## config.mk

```make
export PLATFORM = sky130hd
export DESIGN_NAME = rsa_modular_exponentiation_flat
export DESIGN_NICKNAME = d
export VERILOG_FILES = /design/src/design/rme_pkg.sv /design/src/design/rme_if.sv /design/src/design/rme_cell.sv /design/src/design/rme_mulmod.sv /design/src/design/rsa_modular_exponentiation.sv /design/src/flat_wrapper.sv
export SDC_FILE = /design/constraint.sdc
export NUM_CORES = 1
export LEC_CHECK = 0
export BUFFER_PORTS_ARGS = -buffer_cell sky130_fd_sc_hd__buf_2
export CORE_MARGIN = 10
export CORE_UTILIZATION = 40
export CTS_CLUSTER_DIAMETER = 30
export DETAILED_ROUTE_END_ITERATION = 8
export HOLD_SLACK_MARGIN = 0.02
export SYNTH_ARGS = -nofsm -noshare
export SYNTH_HDL_FRONTEND = slang
export SYNTH_SLANG_ARGS = --single-unit
```

## constraint.sdc

```tcl
create_clock -name clk -period 15 [get_ports clk]
set_input_delay 1.5 -clock clk [delete_from_list [all_inputs] [get_ports clk]]
set_output_delay 1.5 -clock clk [all_outputs]
set_load 0.02 [all_outputs]
```

## src/design/rme_pkg.sv

```systemverilog
// Shared types and constants for the RSA modular exponentiation engine.
// No dependencies.
`timescale 1ns / 1ps
`default_nettype none
package rme_pkg;
  localparam int WIDTH = 32;
  localparam int CNT_W = $clog2(WIDTH + 1);
  localparam int BIT_W = $clog2(WIDTH);
  localparam int ADDR_W = 4;

  localparam logic [1:0] REG_MODULUS = 2'd0;
  localparam logic [1:0] REG_PUB_EXP = 2'd1;
  localparam logic [1:0] REG_PRIV_EXP = 2'd2;

  localparam logic [WIDTH-1:0] RST_MODULUS = WIDTH'(33);
  localparam logic [WIDTH-1:0] RST_PUB_EXP = WIDTH'(3);
  localparam logic [WIDTH-1:0] RST_PRIV_EXP = WIDTH'(7);

  typedef struct packed {
    logic             start;
    logic [WIDTH-1:0] a;
    logic [WIDTH-1:0] b;
  } mm_req_t;

  typedef struct packed {
    logic             busy;
    logic             done;
    logic [WIDTH-1:0] prod;
  } mm_stat_t;
endpackage
`default_nettype wire

```

## src/design/rme_if.sv

```systemverilog
// Valid/ready channel interfaces for input and result words.
// Depends on rme_pkg.
`timescale 1ns / 1ps
`default_nettype none
interface rme_in_if;
  logic                      valid;
  logic                      ready;
  logic                      op;
  logic [rme_pkg::WIDTH-1:0] value;
  modport source (output valid, op, value, input ready);
  modport sink (input valid, op, value, output ready);
endinterface

interface rme_out_if;
  logic                      valid;
  logic                      ready;
  logic [rme_pkg::WIDTH-1:0] residue;
  modport source (output valid, residue, input ready);
  modport sink (input valid, residue, output ready);
endinterface
`default_nettype wire

```

## src/design/rme_cell.sv

```systemverilog
// One cell of the multiplier operand line: holds one bit, passes it on.
// No dependencies.
`timescale 1ns / 1ps
`default_nettype none
module rme_cell (
  input  wire logic clk,
  input  wire logic load,
  input  wire logic shift,
  input  wire logic load_bit,
  input  wire logic in_bit,
  output logic      q
);
  always_ff @(posedge clk) begin
    if (load) begin
      q <= load_bit;
    end else if (shift) begin
      q <= in_bit;
    end
  end
endmodule
`default_nettype wire

```

## src/design/rme_mulmod.sv

```systemverilog
// Interleaved modular multiplier: the multiplier operand runs MSB first
// through a chain of rme_cell; one double-and-add step per cycle.
// Depends on rme_pkg and rme_cell.
`timescale 1ns / 1ps
`default_nettype none
module rme_mulmod (
  input  wire logic                      clk,
  input  wire logic                      rst,
  input  wire rme_pkg::mm_req_t          req,
  input  wire logic [rme_pkg::WIDTH-1:0] m,
  output rme_pkg::mm_stat_t              stat
);
  import rme_pkg::*;

  logic [WIDTH-1:0] chain;
  logic [WIDTH-1:0] a;
  logic [WIDTH-1:0] acc;
  logic [CNT_W-1:0] cnt;
  logic             busy;
  logic             done;
  logic [WIDTH:0]   dbl;
  logic [WIDTH:0]   dred;
  logic [WIDTH:0]   sum;
  logic [WIDTH-1:0] acc_next;

  // cell 0 sits at the LSB end; the top cell presents the current bit
  for (genvar i = 0; i < WIDTH; i++) begin : g_cell
    if (i == 0) begin : g_first
      rme_cell u_cell (.clk(clk), .load(req.start), .shift(busy),
                       .load_bit(req.b[i]), .in_bit(1'b0), .q(chain[i]));
    end else begin : g_rest
      rme_cell u_cell (.clk(clk), .load(req.start), .shift(busy),
                       .load_bit(req.b[i]), .in_bit(chain[i-1]), .q(chain[i]));
    end
  end

  always_comb begin
    dbl  = {acc, 1'b0};
    dred = (dbl >= {1'b0, m}) ? dbl - {1'b0, m} : dbl;
    sum  = dred + {1'b0, a};
    if (!chain[WIDTH-1]) begin
      acc_next = dred[WIDTH-1:0];
    end else if (sum >= {1'b0, m}) begin
      acc_next = WIDTH'(sum - {1'b0, m});
    end else begin
      acc_next = sum[WIDTH-1:0];
    end
  end

  always_ff @(posedge clk) begin
    if (rst) begin
      busy <= 1'b0;
      done <= 1'b0;
      cnt  <= '0;
    end else begin
      done <= 1'b0;
      if (req.start) begin
        busy <= 1'b1;
        cnt  <= CNT_W'(WIDTH);
      end else if (busy) begin
        cnt <= cnt - 1'b1;
        if (cnt == CNT_W'(1)) begin
          busy <= 1'b0;
          done <= 1'b1;
        end
      end
    end
  end

  always_ff @(posedge clk) begin
    if (req.start) begin
      a   <= req.a;
      acc <= '0;
    end else if (busy) begin
      acc <= acc_next;
    end
  end

  assign stat.busy = busy;
  assign stat.done = done;
  assign stat.prod = acc;
endmodule
`default_nettype wire

```

## src/design/rsa_modular_exponentiation.sv

```systemverilog
// Top level: register file, square-and-multiply sequencer, output register.
// Depends on rme_pkg, rme_if, rme_mulmod.
//
//  channel  dir  handshake      payload
//  msg      in   valid/ready    op, value
//  res      out  valid/ready    residue
//  apb      in   psel/penable   modulus, public_exponent, private_exponent
//
// An item runs one reducing multiply, then for each exponent bit, MSB first,
// a squaring and, for a one bit, a multiply; a modulus below 2 gives 0.
// Reset is synchronous and loads n=33, e=3, d=7.
// A result held in the output register blocks the next item until taken.
`timescale 1ns / 1ps
`default_nettype none
module rsa_modular_exponentiation (
  input  wire logic                       clk,
  input  wire logic                       rst,
  rme_in_if.sink                          msg,
  rme_out_if.source                       res,
  input  wire logic                       psel,
  input  wire logic                       penable,
  input  wire logic                       pwrite,
  input  wire logic [rme_pkg::ADDR_W-1:0] paddr,
  input  wire logic [31:0]                pwdata,
  output logic [31:0]                     prdata,
  output logic                            pready
);
  import rme_pkg::*;

  typedef enum logic [3:0] {
    S_IDLE = 4'b0001,
    S_RED  = 4'b0010,
    S_SQ   = 4'b0100,
    S_ML   = 4'b1000
  } state_t;

  state_t           state;
  logic [WIDTH-1:0] modulus;
  logic [WIDTH-1:0] pub_exp;
  logic [WIDTH-1:0] priv_exp;
  logic [WIDTH-1:0] m;
  logic [WIDTH-1:0] expo;
  logic [WIDTH-1:0] base;
  logic [BIT_W-1:0] bit_idx;
  logic             out_valid;
  logic [WIDTH-1:0] residue;
  logic             accept;
  logic             wr;
  mm_req_t          mreq;
  mm_stat_t         mstat;

  assign pready = 1'b1;
  assign wr = psel && penable && pwrite;

  always_ff @(posedge clk) begin
    if (rst) begin
      modulus  <= RST_MODULUS;
      pub_exp  <= RST_PUB_EXP;
      priv_exp <= RST_PRIV_EXP;
    end else if (wr) begin
      case (paddr[3:2])
        REG_MODULUS:  modulus  <= pwdata;
        REG_PUB_EXP:  pub_exp  <= pwdata;
        REG_PRIV_EXP: priv_exp <= pwdata;
        default: ;
      endcase
    end
  end

  always_comb begin
    case (paddr[3:2])
      REG_MODULUS:  prdata = modulus;
      REG_PUB_EXP:  prdata = pub_exp;
      REG_PRIV_EXP: prdata = priv_exp;
      default:      prdata = '0;
    endcase
  end

  assign msg.ready = (state == S_IDLE) && !out_valid;
  assign accept = msg.valid && msg.ready;
  assign res.valid = out_valid;
  assign res.residue = residue;

  // launch the next multiply in the cycle the sequencer decides on it
  always_comb begin
    mreq.start = 1'b0;
    mreq.a = mstat.prod;
    mreq.b = mstat.prod;
    case (state)
      S_IDLE: begin
        mreq.start = accept && (modulus > WIDTH'(1));
        mreq.a = WIDTH'(1);
        mreq.b = msg.value;
      end
      S_RED: begin
        mreq.start = mstat.done;
        mreq.a = WIDTH'(1);
        mreq.b = WIDTH'(1);
      end
      S_SQ: begin
        mreq.start = mstat.done && (expo[bit_idx] || bit_idx != '0);
        if (expo[bit_idx]) begin
          mreq.b = base;
        end
      end
      S_ML: begin
        mreq.start = mstat.done && bit_idx != '0;
      end
      default: ;
    endcase
  end

  rme_mulmod u_mulmod (.clk(clk), .rst(rst), .req(mreq), .m(m), .stat(mstat));

  always_ff @(posedge clk) begin
    if (rst) begin
      state     <= S_IDLE;
      out_valid <= 1'b0;
    end else begin
      if (out_valid && res.ready) begin
        out_valid <= 1'b0;
      end
      case (state)
        S_IDLE: begin
          if (accept) begin
            m       <= modulus;
            expo    <= msg.op ? priv_exp : pub_exp;
            bit_idx <= BIT_W'(WIDTH - 1);
            if (modulus > WIDTH'(1)) begin
              state <= S_RED;
            end else begin
              residue   <= '0;
              out_valid <= 1'b1;
            end
          end
        end
        S_RED: begin
          if (mstat.done) begin
            base  <= mstat.prod;
            state <= S_SQ;
          end
        end
        S_SQ: begin
          if (mstat.done) begin
            if (expo[bit_idx]) begin
              state <= S_ML;
            end else if (bit_idx == '0) begin
              residue   <= mstat.prod;
              out_valid <= 1'b1;
              state     <= S_IDLE;
            end else begin
              bit_idx <= bit_idx - 1'b1;
            end
          end
        end
        S_ML: begin
          if (mstat.done) begin
            if (bit_idx == '0) begin
              residue   <= mstat.prod;
              out_valid <= 1'b1;
              state     <= S_IDLE;
            end else begin
              bit_idx <= bit_idx - 1'b1;
              state   <= S_SQ;
            end
          end
        end
        default: state <= S_IDLE;
      endcase
    end
  end

  a_start_idle: assert property (@(posedge clk) disable iff (rst)
    mreq.start |-> !mstat.busy)
    else $error("multiply launched while busy");
  a_done_state: assert property (@(posedge clk) disable iff (rst)
    mstat.done |-> (state != S_IDLE))
    else $error("multiply finished with no item in work");
  a_busy_state: assert property (@(posedge clk) disable iff (rst)
    mstat.busy |-> (state == S_RED || state == S_SQ || state == S_ML))
    else $error("multiplier busy while sequencer idle");
  a_hold_out: assert property (@(posedge clk) disable iff (rst)
    (out_valid && !res.ready) |=> (out_valid && $stable(residue)))
    else $error("result word dropped while stalled");
endmodule
`default_nettype wire
```

## src/flat_wrapper.sv

```systemverilog
// flat-port wrapper written by rule: the top's interface ports become plain ports
module rsa_modular_exponentiation_flat import rme_pkg::*;
  (clk, rst, psel, penable, pwrite, paddr, pwdata, prdata, pready, msg_valid, msg_op, msg_value, msg_ready, res_valid, res_residue, res_ready);
  rme_in_if msg_i ();
  rme_out_if res_i ();
  input  wire logic clk;
  input  wire logic rst;
  input  wire logic psel;
  input  wire logic penable;
  input  wire logic pwrite;
  input  wire logic [rme_pkg::ADDR_W-1:0] paddr;
  input  wire logic [31:0] pwdata;
  output logic [31:0] prdata;
  output logic pready;
  input wire logic [$bits(msg_i.valid)-1:0] msg_valid;
  input wire logic [$bits(msg_i.op)-1:0] msg_op;
  input wire logic [$bits(msg_i.value)-1:0] msg_value;
  output wire logic [$bits(msg_i.ready)-1:0] msg_ready;
  output wire logic [$bits(res_i.valid)-1:0] res_valid;
  output wire logic [$bits(res_i.residue)-1:0] res_residue;
  input wire logic [$bits(res_i.ready)-1:0] res_ready;
  assign msg_i.valid = msg_valid;
  assign msg_i.op = msg_op;
  assign msg_i.value = msg_value;
  assign msg_ready = msg_i.ready;
  assign res_valid = res_i.valid;
  assign res_residue = res_i.residue;
  assign res_i.ready = res_ready;
  rsa_modular_exponentiation u_core (.clk(clk), .rst(rst), .msg(msg_i), .res(res_i), .psel(psel), .penable(penable), .pwrite(pwrite), .paddr(paddr), .pwdata(pwdata), .prdata(prdata), .pready(pready));
endmodule
```

* After elaboration in Yosys (flattened, before gate mapping)
Cells that the tools add are included.
Operators by class: reduce and logical (&&, ||, !) cells 26, equality and inequality tests 15, add/subtract/negate cells 5, bitwise operators 2, muxes and demuxes 110, order comparisons 4
Operators with widths (number):
- 32-bit two-way mux | 10
- 32-bit one-hot mux with 3 select lines | 3
- 1-bit two-way mux | 76
- 33-bit by 32-bit >= comparator with 1-bit output | 2
- 33-bit by 32-bit adder with 33-bit output | 1
- 33-bit two-way mux | 1
- 33-bit by 32-bit subtractor with 33-bit output | 1
- 32-bit by 1-bit > comparator with 1-bit output (second input constant) | 1
- 32-bit subtractor | 1
- 4-bit two-way mux | 7
- 5-bit two-way mux | 5
- 4-bit one-hot mux with 4 select lines | 1
- 5-bit one-hot mux with 3 select lines | 1
- 6-bit two-way mux | 2
- 2-bit != test (second input constant) | 6
- 6-bit AND reduction | 2
- 1-bit logical AND | 8
- 7-bit AND reduction | 1
- 6-bit by 1-bit == test with 1-bit output (second input constant) | 1
- 5-bit by 6-bit < comparator with 1-bit output (second input constant) | 1
- 2-bit AND reduction | 3
- 3-bit AND reduction | 2
- 6-bit by 1-bit subtractor with 6-bit output (second input constant) | 1
- 1-bit binary-select mux with 5-bit select | 1
- other kinds (22) | 24
Storage, ports and cells: input port bits 76, register bits 338, output and inout bits 67

* Longest topological paths before layout
depth in word-level cells 6, gate-level depth with buffers 36

* Cells and area by module
From an unflattened synthesis, not the netlist that was laid out.
Unflattened totals: cell total of the unflattened synthesis 2321, area, all modules 20946.3 µm²
By module, submodules not included:
- rsa_modular_exponentiation | cells an instance 1131, instances 1, area each 10712.8 µm²
- rme_mulmod | cells an instance 1094, instances 1, area each 8592.0 µm²
- rme_cell | cells an instance 3, instances 32, area each 51.3 µm²

* Least setup slack after synthesis
OpenSTA, ideal clock, no wires.
path type reg2reg, start register u_core.m[10], end register u_core.u_mulmod.acc[4], path buffers 4, cell stages (with the launch flop) 36, setup slack 8.082 ns, required time 14.884 ns, period minus slack after synthesis 6.918 ns, data arrival time 6.801 ns, path through edfxtp_1 inv_1 ha_1 clkbuf_2 a21o_1 a311o_1 a2111oi_0 a211o_1 a21oi_2 nor2_1 buf_2 buf_2 mux2i_1 inv_1 ha_1 a211oi_1 o21ai_0 nand3_1 a21oi_1 nor2b_1 a211o_1 a21o_1 a21oi_1 xnor2_1 ha_1 and3_1 nand4_1 or3_1 o221ai_1 o31ai_1 nand3_1 a21oi_4 buf_6 mux2i_1 a21oi_1 a31o_2
On the way: word-level cells in the longest chain between the ends 6, elaborated cells between the ends (all ways) 8
RTL lines:
- start: declaration | line rsa_modular_exponentiation.sv:41 | logic [WIDTH-1:0] m;
- start signal: assignment | line rsa_modular_exponentiation.sv:126 | m <= modulus;
- 33-bit by 32-bit subtractor with 33-bit output / 33-bit by 32-bit >= comparator with 1-bit output (equally long branches) | line rme_mulmod.sv:39 | dred = (dbl >= {1'b0, m}) ? dbl - {1'b0, m} : dbl;
- 33-bit two-way mux | line rme_mulmod.sv:39
- 33-bit by 32-bit adder with 33-bit output | line rme_mulmod.sv:40 | sum = dred + {1'b0, a};
- 33-bit by 32-bit >= comparator with 1-bit output / 32-bit subtractor (equally long branches) | line rme_mulmod.sv:43, rme_mulmod.sv:44
- 32-bit two-way mux | line rme_mulmod.sv:43 | end else if (sum >= {1'b0, m}) begin
- 32-bit two-way mux * | line rme_mulmod.sv:41 | if (!chain[WIDTH-1]) begin
- end signal: assignment | line rme_mulmod.sv:75 | acc <= acc_next;
- end: declaration | line rme_mulmod.sv:17 | logic [WIDTH-1:0] acc;
Every way passes the cells marked *; elsewhere a longest branch is shown, timed or not. A chain may end at the register's enable or synchronous reset.

* Worst setup path in the final report
start register u_core.u_mulmod.acc[9], end register u_core.u_mulmod.acc[31]
On the way: word-level cells in the longest chain between the ends 6, elaborated cells between the ends (all ways) 8
RTL lines (line):
- 33-bit by 32-bit subtractor with 33-bit output / 33-bit by 32-bit >= comparator with 1-bit output (equally long branches) | rme_mulmod.sv:39
- 33-bit two-way mux * | rme_mulmod.sv:39
- 33-bit by 32-bit adder with 33-bit output | rme_mulmod.sv:40
- 32-bit subtractor / 33-bit by 32-bit >= comparator with 1-bit output (equally long branches) | rme_mulmod.sv:44, rme_mulmod.sv:43
- 32-bit two-way mux | rme_mulmod.sv:43
- 32-bit two-way mux * | rme_mulmod.sv:41
Marks and branches as above.

==> qor.csv <==
stage;metric;value;unit
pwr;ir_drop;0.000171;V
floorplan;die_x;242;µm
status;status;finished clean;
timing;setup_ws;5.88;ns
floorplan;num_rows;81;
synth;netlist_instances;2152;
routing;drt_first_pass_iters;7;
min_path;min_from;u_core.priv_exp[14]$_SDFFE_PP0P_;
routing;avgViaCountPerCell;5.59;
synth;synth-edff-count;197;
worst_setup_path;cp-start-kind;flop;
timing;layout_min_cycle_time;9.12;ns
clocking;clockBufferDepth;3;
cells_and_area;final_cell_mix;389 x nand2_1, 258 x a21oi_1, 197 x edfxtp_1;
worst_setup_path;r2r-end;u_core.u_mulmod.acc[31]$_SDFFE_PP0P_;
worst_setup_path;cp.arrival;9.57;ns
worst_setup_path;crit_type;reg2reg;
clocking;cts_resized;0;
synth;syn-cell-area;19800;µm²
floorplan;die_height;242;µm
synth;ys_seq_area_frac;0.442;
cells_and_area;final_common_cell;nand2_1;
synth;ys_types;76;
clocking;clk_latency;0.62;ns
worst_setup_path;r2r.worst_path.cells;29;
grt;grt_max_degree;103;
worst_setup_path;worst_setup_path_end_kind;flop;
clocking;cts_setup_buffers;0;
placement;dpl.hpwl;43600;µm
grt;grt_pass1_vias;16782;
synth;yosys_warnings;0;
grt;met2_usage;0.332;
grt;use_met1;0.262;
clocking;htreeDepth;3;
worst_setup_path;worst_path_most_repeated_cell;ha_1;
cells_and_area;regArea;8740;µm²
timing;slew_violations;0;
pwr;p_leak;9.70;nW
timing;slew_headroom;0.237;
clocking;clk_pin_slew_worst_paths;0.05;ns
placement;port_buffers;139;
timing;fmax;0.110;GHz
grt;busiest_layer;met2;
worst_setup_path;slowest_stage;dfxtp_1;
worst_setup_path;path_max_fanout;42;
cells_and_area;num-nets-final;2461;
cells_and_area;layout-drive-gt1-share;0.165;
timing;fin_crit_sh;0.608;
pwr;p_per_area;260;nW/µm²
floorplan;core;48800;µm²
synth;synthesis.nets;2330;
synth;async_flop_share;0;
cells_and_area;diodes;0;
timing;skew;0.0286;ns
worst_setup_path;required;15.45;ns
timing;setup_tns;0;ns
min_path;hold_end;u_core.priv_exp[14]$_SDFFE_PP0P_;
synth;syn_avg_cell_area;9.18;µm²
cells_and_area;fill_cells;4598;
grt;use_met3;0.0386;
run;cap_violations;0;
routing;routed_wl;62000;µm
synth;synth_seq_cells;338;
grt;grt_usage;0.204;
placement;pre_cts_ws;5.96;ns
routing;wl_per_cell;20.5;µm
clocking;root_buffer;clkbuf_16;
grt;antenna_found_initial;0;
floorplan;dieArea;58700;µm²
min_path;hold_path.class;reg2reg;
synth;synth_flop_cell;edfxtp_1;
floorplan;start_util;0.404;
clocking;cts_tree;done;
timing;setup_viol;0;
timing;worst_pin_slew;1.14;ns
placement;gp_congestion;0.959;
min_path;holdPathStages;2;
grt;overflow;0;
timing;hold_viol;0;
floorplan;ios;143;
clocking;cts_buffers;84;
worst_setup_path;cpPeakStageDelay;0.61;ns
routing;drt-initial-drc-count;1361;
timing;rsz0062_at_grt;no;
routing;post-route-drc-count;0;
routing;antenna_left;0;
worst_setup_path;rrSetupSlack;5.88;ns
routing;num_vias;16877;
cells_and_area;synthToLayoutAreaGrowth;21.5;%
cells_and_area;multi_input_comb_area;10300;µm²
worst_setup_path;reg2reg_from;u_core.u_mulmod.acc[9]$_SDFFE_PP0P_;
clocking;clkSinkCount;338;
clocking;postCtsHoldBufs;0;
grt;grt_pass1_wl;95700;µm
power breakdown:
group / leakage [nW] / internal [mW] / switching [mW]
logic: 5.28 / 1.24 / 1.89
clock network: 1.43 / 1.29 / 0.564
registers: 2.99 / 1.14 / 0.117
worst max-delay path by stage:
stage	from	endpoint	slack, ns	cells after the start
floorplan	u_core.m[10]$_DFFE_PP_	u_core.u_mulmod.acc[4]$_SDFFE_PP0P_	8.08	35
global placement	u_core.u_mulmod.acc[9]$_SDFFE_PP0P_	u_core.u_mulmod.acc[1]$_SDFFE_PP0P_	5.98	29
detailed placement	u_core.u_mulmod.acc[9]$_SDFFE_PP0P_	u_core.u_mulmod.acc[1]$_SDFFE_PP0P_	5.96	29
CTS	u_core.u_mulmod.acc[9]$_SDFFE_PP0P_	u_core.u_mulmod.acc[1]$_SDFFE_PP0P_	5.92	29
global route	u_core.u_mulmod.acc[9]$_SDFFE_PP0P_	u_core.u_mulmod.acc[23]$_SDFFE_PP0P_	5.16	29
finish	u_core.u_mulmod.acc[9]$_SDFFE_PP0P_	u_core.u_mulmod.acc[31]$_SDFFE_PP0P_	5.88	29
metal layers:
metal | vias up | wire (µm) | part of all wire
li1 | 8116 | - | -
met1 | 8075 | 27200 | 0.44
met4 | 0 | 2000 | 0.032
met5 | - | 0 | 0
met2 | 586 | 29100 | 0.47
met3 | 100 | 3640 | 0.059
critical path: cells and delay by family, from the launching register on:
kind            cells  cell delay [ns]
buf+inv             3             0.83
xor+xnor            1             0.28
compound gates     15             4.16
fa+ha+maj           3             1.04
mux                 2             0.67
simple gates        5             1.35
flops               1             0.61
synth_stat cells, types with 6 or more instances:
cell / number / share of area
a211o_1: 8 / 0.0035
a21o_1: 56 / 0.021
or3_1: 9 / 0.0029
mux4_2: 10 / 0.011
a31oi_1: 9 / 0.0029
nand2_1: 389 / 0.074
buf_1: 6 / 0.0011
nand3b_1: 10 / 0.0038
and3_1: 9 / 0.0029
inv_1: 69 / 0.013
or2_2: 6 / 0.0019
o21a_1: 15 / 0.0057
nand3_1: 27 / 0.0068
a21boi_0: 6 / 0.0023
nand4_1: 21 / 0.0067
dfxtp_1: 141 / 0.14
a21oi_1: 258 / 0.065
a31o_2: 6 / 0.0027
a222oi_1: 31 / 0.016
clkbuf_1: 98 / 0.019
mux2i_1: 56 / 0.028
o21ai_0: 129 / 0.033
o21bai_1: 10 / 0.0038
o31ai_1: 10 / 0.0038
nor3_1: 34 / 0.0086
buf_2: 12 / 0.0030
nand2b_1: 17 / 0.0054
ha_1: 99 / 0.063
mux2_2: 42 / 0.024
nor2b_1: 13 / 0.0041
xor2_1: 32 / 0.014
xnor2_1: 56 / 0.025
nor2_1: 118 / 0.022
o221ai_1: 7 / 0.0031
and2_1: 36 / 0.011
nor4_1: 14 / 0.0044
a211oi_1: 14 / 0.0053
o22ai_1: 7 / 0.0022
edfxtp_1: 197 / 0.30
logic make-up (layout without fill, tap and decap cells):
group                    count (synthesis)  in the layout  share of synthesized area
multiplexers                           108            108                     0.0637
AO/OA/AOI/OAI                          610            610                      0.191
other                                    1              1                   0.000190
adder cells (fa/ha/maj)                102            102                     0.0658
flip-flops                             338            338                      0.442
XOR/XNOR                                88             88                     0.0390
buffers and inverters                  189            390                     0.0377
AND/OR/NAND/NOR                        716            716                      0.160
stage by stage:
step	total power, mW	cell area (µm²)	hold slack (ns)	instances	utilization
floorplan	3.61	19800	0.429	2152	-
global placement	4.30	21100	0.452	2861	0.431
detailed placement	4.33	21100	0.461	2861	0.431
CTS	6.22	24000	0.468	3017	0.491
global route	6.62	24000	0.485	3017	0.491
finish	6.24	24000	0.467	3017	0.491
layout make-up:
| cell class | count | area share |
|---|---|---|
| Clock inverter | 50 | 0.0280 |
| Inverter | 69 | 0.0108 |
| Tap cell | 664 | 0.0346 |
| Sequential cell | 338 | 0.364 |
| Clock buffer | 106 | 0.0944 |
| Multi-Input combinational cell | 1625 | 0.431 |
| Timing Repair Buffer | 165 | 0.0372 |
No activity file was read; power rests on OpenSTA's default activity.
